===== config.mk =====
export PLATFORM = sky130hd
export DESIGN_NAME = grow_climate_relay_controller
export DESIGN_NICKNAME = d
export VERILOG_FILES = /design/src/design/gcrc_pkg.sv /design/src/design/grow_climate_relay_controller.sv /design/src/design/gcrc_csr.sv /design/src/design/gcrc_core.sv
export SDC_FILE = /design/constraint.sdc
export NUM_CORES = 1
export LEC_CHECK = 0
export BUFFER_PORTS_ARGS = -buffer_cell sky130_fd_sc_hd__buf_2
export CORE_MARGIN = 4
export CORE_UTILIZATION = 55
export DETAILED_ROUTE_END_ITERATION = 6
export HOLD_SLACK_MARGIN = 0.15
export PLACE_DENSITY = 0.78
export SLEW_MARGIN = 20
export SYNTH_ARGS = -nofsm -noshare
export SYNTH_HDL_FRONTEND = slang
export SYNTH_SLANG_ARGS = --single-unit

===== constraint.sdc =====
create_clock -name clock -period 5.75 [get_ports clock]
set_input_delay 0.8625 -clock clock [delete_from_list [all_inputs] [get_ports clock]]
set_output_delay 0.8625 -clock clock [all_outputs]
set_load 0.005 [all_outputs]

===== src/design/gcrc_pkg.sv =====
package gcrc_pkg;

   // override modes
   typedef logic [1:0] mode_type;
   localparam mode_type MODE_AUTO  = 2'd0;
   localparam mode_type MODE_ON    = 2'd1;
   localparam mode_type MODE_OFF   = 2'd2;
   localparam mode_type MODE_UNDEF = 2'd3;

   // request kinds
   typedef logic [1:0] req_kind_type;
   localparam req_kind_type REQ_TICK    = 2'd0;
   localparam req_kind_type REQ_FAN     = 2'd1;
   localparam req_kind_type REQ_EXHAUST = 2'd2;

   // register indexes
   typedef logic [2:0] csr_idx_type;
   localparam csr_idx_type CSR_LIGHT_ON  = 3'd0;
   localparam csr_idx_type CSR_LIGHT_OFF = 3'd1;
   localparam csr_idx_type CSR_TEMP_MAX  = 3'd2;
   localparam csr_idx_type CSR_HUM_MAX   = 3'd3;
   localparam csr_idx_type CSR_COLD      = 3'd4;
   localparam csr_idx_type CSR_OVERRIDE  = 3'd5;

   // register reset values
   localparam logic [10:0]        RST_LIGHT_ON  = 11'd360;
   localparam logic [10:0]        RST_LIGHT_OFF = 11'd0;
   localparam logic signed [11:0] RST_TEMP_MAX  = 12'sd280;
   localparam logic [9:0]         RST_HUM_MAX   = 10'd700;
   localparam logic signed [11:0] RST_COLD      = 12'sd180;
   localparam logic [31:0]        RST_OVERRIDE  = 32'd1800000;

   // climate constants, tenths and minutes
   localparam logic signed [11:0] HUM_HYST       = 12'sd50;
   localparam logic signed [12:0] TEMP_HYST      = 13'sd20;
   localparam logic [5:0]         PULSE_MINUTES  = 6'd5;
   localparam logic [5:0]         WINTER_MINUTES = 6'd2;
   localparam logic [10:0]        MIN_PER_HOUR   = 11'd60;

   typedef struct packed {
      logic [10:0]        light_on_minute;
      logic [10:0]        light_off_minute;
      logic signed [11:0] temp_max;
      logic [9:0]         hum_max;
      logic signed [11:0] cold_limit;
      logic [31:0]        override_ms;
   } cfg_type;

   typedef struct packed {
      req_kind_type       kind;
      logic [31:0]        now_ms;
      logic [4:0]         hour;
      logic [5:0]         minute;
      logic signed [11:0] temp_sample;
      logic               temp_valid;
      logic [9:0]         hum_sample;
      logic               hum_valid;
      logic [1:0]         mode;
   } req_item_type;

   typedef struct packed {
      logic               light_on;
      logic               exhaust_on;
      logic               fan_on;
      mode_type           fan_mode;
      mode_type           exhaust_mode;
      logic [31:0]        fan_remaining_ms;
      logic [31:0]        exhaust_remaining_ms;
      logic signed [11:0] temp_held;
      logic [9:0]         hum_held;
   } rsp_item_type;

   // undefined mode code counts as auto
   function automatic mode_type norm_mode(input logic [1:0] m);
      return (m == MODE_UNDEF) ? MODE_AUTO : m;
   endfunction

   // hour is a multiple of three
   function automatic logic pulse_hour(input logic [4:0] h);
      logic r;
      case (h) inside
         5'd0, 5'd3, 5'd6, 5'd9, 5'd12, 5'd15, 5'd18, 5'd21, 5'd24, 5'd27, 5'd30: r = 1'b1;
         default: r = 1'b0;
      endcase
      return r;
   endfunction

endpackage


===== src/design/grow_climate_relay_controller.sv =====
// channel   | direction | handshake               | payload
// req_      | in        | req_valid / req_ready   | request kind, time, samples, mode
// rsp_      | out       | rsp_valid / rsp_ready   | relays, modes, override time left, held samples
// csr_      | in        | csr_valid / csr_ready   | register index and write data
//
// one transaction a cycle unless rsp_ready stalls it; a response waits in the response register
// input register, then mode, expiry and relay logic straight into the response register
// synchronous active-high reset: modes auto, fan relay on, registers to defaults
// req_ready is high while the input or response register is empty, or the response is taken
// csr writes are always ready and meant for idle periods only
module grow_climate_relay_controller (
   input  logic                   clock,
   input  logic                   reset,
   input  logic                   req_valid,
   output logic                   req_ready,
   input  logic [1:0]             req_type,
   input  logic [31:0]            req_now_ms,
   input  logic [4:0]             req_hour,
   input  logic [5:0]             req_minute,
   input  logic signed [11:0]     req_temp_sample,
   input  logic                   req_temp_valid,
   input  logic [9:0]             req_hum_sample,
   input  logic                   req_hum_valid,
   input  logic [1:0]             req_mode,
   output logic                   rsp_valid,
   input  logic                   rsp_ready,
   output logic                   rsp_light_on,
   output logic                   rsp_exhaust_on,
   output logic                   rsp_fan_on,
   output logic [1:0]             rsp_fan_mode_out,
   output logic [1:0]             rsp_exhaust_mode_out,
   output logic [31:0]            rsp_fan_remaining_ms,
   output logic [31:0]            rsp_exhaust_remaining_ms,
   output logic signed [11:0]     rsp_temp_held,
   output logic [9:0]             rsp_hum_held,
   input  logic                   csr_valid,
   output logic                   csr_ready,
   input  gcrc_pkg::csr_idx_type  csr_index,
   input  logic [31:0]            csr_wdata
);
   import gcrc_pkg::*;

   cfg_type      cfg;
   req_item_type s1_item_ff, s1_item_in;
   logic         s1_vld_ff, s1_vld_in;
   rsp_item_type rsp_item_ff, rsp_calc;
   logic         rsp_vld_ff, rsp_vld_in;
   logic         advance, fire, req_take;

   gcrc_csr u_csr (
      .clock     (clock),
      .reset     (reset),
      .csr_valid (csr_valid),
      .csr_ready (csr_ready),
      .csr_index (csr_index),
      .csr_wdata (csr_wdata),
      .cfg       (cfg)
   );

   // pipeline flow control
   assign advance   = !rsp_vld_ff || rsp_ready;
   assign fire      = s1_vld_ff && advance;
   assign req_ready = !s1_vld_ff || advance;
   assign req_take  = req_valid && req_ready;

   always_comb begin
      s1_item_in.kind        = req_type;
      s1_item_in.now_ms      = req_now_ms;
      s1_item_in.hour        = req_hour;
      s1_item_in.minute      = req_minute;
      s1_item_in.temp_sample = req_temp_sample;
      s1_item_in.temp_valid  = req_temp_valid;
      s1_item_in.hum_sample  = req_hum_sample;
      s1_item_in.hum_valid   = req_hum_valid;
      s1_item_in.mode        = req_mode;
   end

   assign s1_vld_in  = req_take ? 1'b1 : (fire ? 1'b0 : s1_vld_ff);
   assign rsp_vld_in = advance ? s1_vld_ff : rsp_vld_ff;

   // input register
   always_ff @(posedge clock) begin
      if (reset) begin
         s1_vld_ff <= 1'b0;
      end else begin
         s1_vld_ff <= s1_vld_in;
      end
   end

   always_ff @(posedge clock) begin
      if (req_take) begin
         s1_item_ff <= s1_item_in;
      end
   end

   gcrc_core u_core (
      .clock (clock),
      .reset (reset),
      .fire  (fire),
      .item  (s1_item_ff),
      .cfg   (cfg),
      .rsp   (rsp_calc)
   );

   // response register
   always_ff @(posedge clock) begin
      if (reset) begin
         rsp_vld_ff <= 1'b0;
      end else begin
         rsp_vld_ff <= rsp_vld_in;
      end
   end

   always_ff @(posedge clock) begin
      if (fire) begin
         rsp_item_ff <= rsp_calc;
      end
   end

   assign rsp_valid                = rsp_vld_ff;
   assign rsp_light_on             = rsp_item_ff.light_on;
   assign rsp_exhaust_on           = rsp_item_ff.exhaust_on;
   assign rsp_fan_on               = rsp_item_ff.fan_on;
   assign rsp_fan_mode_out         = rsp_item_ff.fan_mode;
   assign rsp_exhaust_mode_out     = rsp_item_ff.exhaust_mode;
   assign rsp_fan_remaining_ms     = rsp_item_ff.fan_remaining_ms;
   assign rsp_exhaust_remaining_ms = rsp_item_ff.exhaust_remaining_ms;
   assign rsp_temp_held            = rsp_item_ff.temp_held;
   assign rsp_hum_held             = rsp_item_ff.hum_held;

endmodule


===== src/design/gcrc_csr.sv =====
module gcrc_csr (
   input  logic                 clock,
   input  logic                 reset,
   input  logic                 csr_valid,
   output logic                 csr_ready,
   input  gcrc_pkg::csr_idx_type csr_index,
   input  logic [31:0]          csr_wdata,
   output gcrc_pkg::cfg_type    cfg
);
   import gcrc_pkg::*;

   cfg_type cfg_ff, cfg_in;

   // writes are taken in any cycle
   assign csr_ready = 1'b1;

   // register decode
   always_comb begin
      cfg_in = cfg_ff;
      if (csr_valid) begin
         unique case (csr_index)
            CSR_LIGHT_ON:  cfg_in.light_on_minute  = csr_wdata[10:0];
            CSR_LIGHT_OFF: cfg_in.light_off_minute = csr_wdata[10:0];
            CSR_TEMP_MAX:  cfg_in.temp_max         = $signed(csr_wdata[11:0]);
            CSR_HUM_MAX:   cfg_in.hum_max          = csr_wdata[9:0];
            CSR_COLD:      cfg_in.cold_limit       = $signed(csr_wdata[11:0]);
            CSR_OVERRIDE:  cfg_in.override_ms      = csr_wdata;
            default:       cfg_in = cfg_ff;
         endcase
      end
   end

   always_ff @(posedge clock) begin
      if (reset) begin
         cfg_ff.light_on_minute  <= RST_LIGHT_ON;
         cfg_ff.light_off_minute <= RST_LIGHT_OFF;
         cfg_ff.temp_max         <= RST_TEMP_MAX;
         cfg_ff.hum_max          <= RST_HUM_MAX;
         cfg_ff.cold_limit       <= RST_COLD;
         cfg_ff.override_ms      <= RST_OVERRIDE;
      end else begin
         cfg_ff <= cfg_in;
      end
   end

   assign cfg = cfg_ff;

endmodule


===== src/design/gcrc_core.sv =====
module gcrc_core (
   input  logic                   clock,
   input  logic                   reset,
   input  logic                   fire,
   input  gcrc_pkg::req_item_type item,
   input  gcrc_pkg::cfg_type      cfg,
   output gcrc_pkg::rsp_item_type rsp
);
   import gcrc_pkg::*;

   logic signed [11:0] temp_ff, temp_in;
   logic [9:0]         hum_ff, hum_in;
   mode_type           fan_mode_ff, fan_mode_in;
   mode_type           exh_mode_ff, exh_mode_in;
   logic [31:0]        fan_start_ff, fan_start_in;
   logic [31:0]        exh_start_ff, exh_start_in;
   logic               exh_relay_ff, exh_relay_in;
   logic               fan_relay_ff, fan_relay_in;
   logic               light_ff, light_in;

   logic               is_tick, is_fan, is_exh;
   mode_type           cmd_mode;
   logic [10:0]        mnow;
   logic [31:0]        fan_el, exh_el, fan_left, exh_left;
   logic               fan_over, exh_over;
   logic [31:0]        fan_rem, exh_rem;
   logic               hot, humid, pulse, hum_prio, cold, cool_dry;
   logic signed [11:0] hum_lo, hum_s;
   logic signed [12:0] temp_lo, temp_s;
   logic               auto_relay;

   assign is_tick  = (item.kind == REQ_TICK);
   assign is_fan   = (item.kind == REQ_FAN);
   assign is_exh   = (item.kind == REQ_EXHAUST);
   assign cmd_mode = norm_mode(item.mode);

   // sample capture
   assign temp_in = (is_tick && item.temp_valid) ? item.temp_sample : temp_ff;
   assign hum_in  = (is_tick && item.hum_valid) ? item.hum_sample : hum_ff;

   // light window, may wrap past midnight
   assign mnow = ({6'd0, item.hour} * MIN_PER_HOUR) + {5'd0, item.minute};
   always_comb begin
      light_in = light_ff;
      if (is_tick) begin
         if (cfg.light_on_minute < cfg.light_off_minute) begin
            light_in = (mnow >= cfg.light_on_minute) && (mnow < cfg.light_off_minute);
         end else begin
            light_in = (mnow >= cfg.light_on_minute) || (mnow < cfg.light_off_minute);
         end
      end
   end

   // wrap-safe elapsed time since each override started
   assign fan_el   = item.now_ms - fan_start_ff;
   assign exh_el   = item.now_ms - exh_start_ff;
   assign fan_over = fan_el > cfg.override_ms;
   assign exh_over = exh_el > cfg.override_ms;
   assign fan_left = cfg.override_ms - fan_el;
   assign exh_left = cfg.override_ms - exh_el;

   // mode updates: commands set, ticks expire
   always_comb begin
      fan_mode_in  = fan_mode_ff;
      exh_mode_in  = exh_mode_ff;
      fan_start_in = fan_start_ff;
      exh_start_in = exh_start_ff;
      if (is_tick) begin
         if (fan_mode_ff != MODE_AUTO && fan_over) fan_mode_in = MODE_AUTO;
         if (exh_mode_ff != MODE_AUTO && exh_over) exh_mode_in = MODE_AUTO;
      end else if (is_fan) begin
         fan_mode_in = cmd_mode;
         if (cmd_mode != MODE_AUTO) fan_start_in = item.now_ms;
      end else if (is_exh) begin
         exh_mode_in = cmd_mode;
         if (cmd_mode != MODE_AUTO) exh_start_in = item.now_ms;
      end
   end

   // time left on each override, a fresh command has the full duration
   always_comb begin
      if (fan_mode_in == MODE_AUTO) fan_rem = '0;
      else if (is_fan)              fan_rem = cfg.override_ms;
      else if (fan_over)            fan_rem = '0;
      else                          fan_rem = fan_left;
      if (exh_mode_in == MODE_AUTO) exh_rem = '0;
      else if (is_exh)              exh_rem = cfg.override_ms;
      else if (exh_over)            exh_rem = '0;
      else                          exh_rem = exh_left;
   end

   // exhaust auto decision on the freshly stored samples
   assign hum_s    = $signed({2'b00, hum_in});
   assign hum_lo   = $signed({2'b00, cfg.hum_max}) - HUM_HYST;
   assign temp_s   = $signed({temp_in[11], temp_in});
   assign temp_lo  = $signed({cfg.temp_max[11], cfg.temp_max}) - TEMP_HYST;
   assign hot      = temp_in > cfg.temp_max;
   assign humid    = hum_in > cfg.hum_max;
   assign pulse    = pulse_hour(item.hour) && (item.minute < PULSE_MINUTES);
   assign hum_prio = humid || (exh_relay_ff && (hum_s > hum_lo));
   assign cold     = temp_in < cfg.cold_limit;
   assign cool_dry = (temp_s < temp_lo) && (hum_s < hum_lo);

   always_comb begin
      if (cold && !hum_prio)          auto_relay = item.minute < WINTER_MINUTES;
      else if (hot || humid || pulse) auto_relay = 1'b1;
      else if (cool_dry)              auto_relay = 1'b0;
      else                            auto_relay = exh_relay_ff;
   end

   // relays move only on ticks
   always_comb begin
      exh_relay_in = exh_relay_ff;
      fan_relay_in = fan_relay_ff;
      if (is_tick) begin
         fan_relay_in = (fan_mode_in != MODE_OFF);
         case (exh_mode_in)
            MODE_ON:  exh_relay_in = 1'b1;
            MODE_OFF: exh_relay_in = 1'b0;
            default:  exh_relay_in = auto_relay;
         endcase
      end
   end

   // state registers
   always_ff @(posedge clock) begin
      if (reset) begin
         temp_ff      <= '0;
         hum_ff       <= '0;
         fan_mode_ff  <= MODE_AUTO;
         exh_mode_ff  <= MODE_AUTO;
         fan_start_ff <= '0;
         exh_start_ff <= '0;
         exh_relay_ff <= 1'b0;
         fan_relay_ff <= 1'b1;
         light_ff     <= 1'b0;
      end else if (fire) begin
         temp_ff      <= temp_in;
         hum_ff       <= hum_in;
         fan_mode_ff  <= fan_mode_in;
         exh_mode_ff  <= exh_mode_in;
         fan_start_ff <= fan_start_in;
         exh_start_ff <= exh_start_in;
         exh_relay_ff <= exh_relay_in;
         fan_relay_ff <= fan_relay_in;
         light_ff     <= light_in;
      end
   end

   // result of this transaction
   always_comb begin
      rsp.light_on             = light_in;
      rsp.exhaust_on           = exh_relay_in;
      rsp.fan_on               = fan_relay_in;
      rsp.fan_mode             = fan_mode_in;
      rsp.exhaust_mode         = exh_mode_in;
      rsp.fan_remaining_ms     = fan_rem;
      rsp.exhaust_remaining_ms = exh_rem;
      rsp.temp_held            = temp_in;
      rsp.hum_held             = hum_in;
   end

endmodule


==> metrics.txt <==
Clock Tree Root clkbuf_16; Psw 0.00220 W; worst-margin pin slew approximately 950 ps; Post-synth top flop dfxtp_1; wire length per cell 19.5 um; utilization after layout about two thirds; CP endpoint kind flop; top post-synthesis cells by area edfxtp_1 (22%), dfxtp_1 (17%), ha_1 (14%); max-cap violations 0; count leader, synth nand2_1; area of the core 0.0390 sq mm; share of cells above drive strength 1 between 10% and 20%; Internal a little over 0.005 W; synthesized cell area 0.0219 sq mm; largest net degree at the start of global routing 72; CP Max Fanout 3; # setup viols final 0; Remaining Overflow, GRT 0; Worst Path Required 6080 ps; Die W 208 um; CTS H-tree depth 2; Syn Inst Count 2459; CP max stage cell edfxtp_1; Post-synth EDFFs 164; Clock Latency Late Sink ~590 ps; sequential cell area fraction in the yosys report between 30 and 40%; status finished, final reports clean; placed inst area between 0.02 and 0.025 sq mm; die height 208 um; Sw Ratio 30.3%; final-report hold violation count 0; Design Area, Final 0.0261 sq mm; DRT antenna net count 0; drt initial violations 1643; post-synth top area share ~22%; worst rel slew slack a little over a third; nets roughly 3100; Vias 19651; synth cell count leaders nand2_1 (398), a21oi_1 (292), ha_1 (240); Clock Power Share 36.3%; cell taking the most area after synthesis edfxtp_1; vias in the first global route 19364; setup TNS 0 ps; RSZ-0062 raised after global routing yes; Fmax achieved 175 MHz; vias per inst between 5 and 6; Netlist cell types 77; min Tclk post-route roughly 5700 ps; Num Clock Sinks 347; CTS tree done; Yosys reg bits 347; GR Util All Layers around 29%; drt pass-1 iters 6; Hold Slack 450 ps; cell with the most instances on the worst path buf_4; peak supply drop 0.231 mV; Initial Util 56.1%; Worst-path clk slew 60 ps; area of the die between 0.04 and 0.05 sq mm; Detail Placement HPWL 46300 um; # hold bufs at CTS 0; Ys Warns 0; crit path kind flop to flop; initial antenna violation count 1; Crit path largest cell delay 380 ps; Routed WL around 65000 um; DRC viols 0; asr flop ratio synth 0%; Worst EP arrival 6040 ps; gp weighted congestion 0.958; Power Density between 200 and 300 mW/mm^2; input/output buffers 205; total CTS buffers 40; Layout Skew 16.2 ps; Rows 72; worst hold path class primary input to flop; Critical Path Source Type flop; Leak Pwr around 11 nW; Avg Inst Size Synth slightly below 9 sq um; Final period util between 90% and 100%; io pins 207; sequential share of power 38.3%; first-pass GRT wire length 101000 um; Combinational Power Share 25.4%; clock tree buffer depth 3; Syn-to-layout area delta 19.3%; Max Slew Vio Count 0; syn_nets 2822
-- cell usage in the layout, fill, tap and decap left out, drive strengths merged, types with 18 or more instances in the layout --
cell type	count
a211o	18
a21o	92
a21oi	294
a31oi	20
and3	23
buf	347
clkbuf	56
dfxtp	183
edfxtp	164
ha	240
inv	173
mux2	22
nand2	398
nand2b	33
nand3	68
nand3b	25
nor2	134
nor2b	21
nor3	49
o21a	19
o21ai	72
xnor2	68
xor2	69
-- cell type report --
cell class	instances	area [sq um]
fill	2987	12900
sequential	347	8590
clock buffer	56	1180
timing repair buffer	347	2160
multi-input combinational	1856	12700
inverter	170	641
tap	518	648
antenna	1	2.50
clock inverter	17	183
-- layer usage --
layer | up-vias | routed length, um | track usage [%] | part of all wire (%)
li1 | 9290 | - | - | -
met1 | 9322 | 26200 | 36.7 | 41
met2 | 853 | 30400 | 47.7 | 47
met3 | 186 | 4880 | 4.00 | 7.6
met4 | 0 | 2990 | 13.7 | 4.6
met5 | - | 0 | 0 | 0
-- worst max-delay path, delay by kind of cell (launching register included) --
| family | cells | cell delay, ps |
|---|---|---|
| fa+ha+maj | 4 | 940 |
| simple gates | 4 | 560 |
| compound gates | 12 | 2030 |
| flops | 1 | 380 |
| xor+xnor | 1 | 150 |
| buf+inv | 12 | 1410 |
-- logic make-up after synthesis --
kind of cell | synth area share (%)
and+or+nand+nor | 16.6
AOI/OAI and AO/OA | 18.1
DFF | 39.2
buffers and inverters | 4.53
adders and majority gates | 14.9
xor gates and xnor gates | 5.48
muxes | 1.27
other | 0.0171
-- path summary, 6_finish.rpt --
check                                            start                              endpoint  slack (ps)  cells past startpoint
hold reg to reg   u_core.fan_start_ff[30]$_SDFFE_PP0P_  u_core.fan_start_ff[30]$_SDFFE_PP0P_         450                      2
hold / removal                          req_now_ms[21]              s1_item_ff[58]$_DFFE_PP_         450                      1
setup / recovery              s1_item_ff[37]$_DFFE_PP_              rsp_exhaust_on$_DFFE_PP_          40                     33
setup reg to reg              s1_item_ff[37]$_DFFE_PP_              rsp_exhaust_on$_DFFE_PP_          40                     33
-- through the flow --
step / setup slack, ps / power [W] / cells
after global placement: -294 / 0.00448 / 3212
final: 42.8 / 0.00724 / 3312
after floorplan: 6.72 / 0.00400 / 2459
after CTS: -41.6 / 0.00720 / 3299
after detailed placement: -661 / 0.00454 / 3212
after global routing: -137 / 0.00758 / 3312
-- what timing repair did --
item | CTS | global route
endpoints found under the setup margin | 66 | 63
resized for setup | 40 | 43
setup buffers | 14 | 10
pin swaps | 35 | 43
-- flip-flops by register name, indices dropped and copies added (netlist names), 10 cells and up --
register and flops:
s1_item_ff 71, u_core.temp_ff 12, u_core.fan_start_ff 32, rsp_fan_remaining_ms 32, rsp_temp_held 12, rsp_exhaust_remaining_ms 32
u_core.exh_start_ff 32, u_core.hum_ff 10, u_csr.cfg 88, rsp_hum_held 10
-- power by group through the flow --
| stage | Clock, W | Sequential, W | Combinational [W] |
|---|---|---|---|
| finish | 0.00263 | 0.00277 | 0.00184 |
| CTS | 0.00267 | 0.00277 | 0.00177 |
| global route | 0.00277 | 0.00278 | 0.00204 |
| global placement | 0 | 0.00282 | 0.00166 |
| detailed placement | 0 | 0.00282 | 0.00172 |
| floorplan | 0 | 0.00280 | 0.00120 |
(Power assumes the default switching activity.)
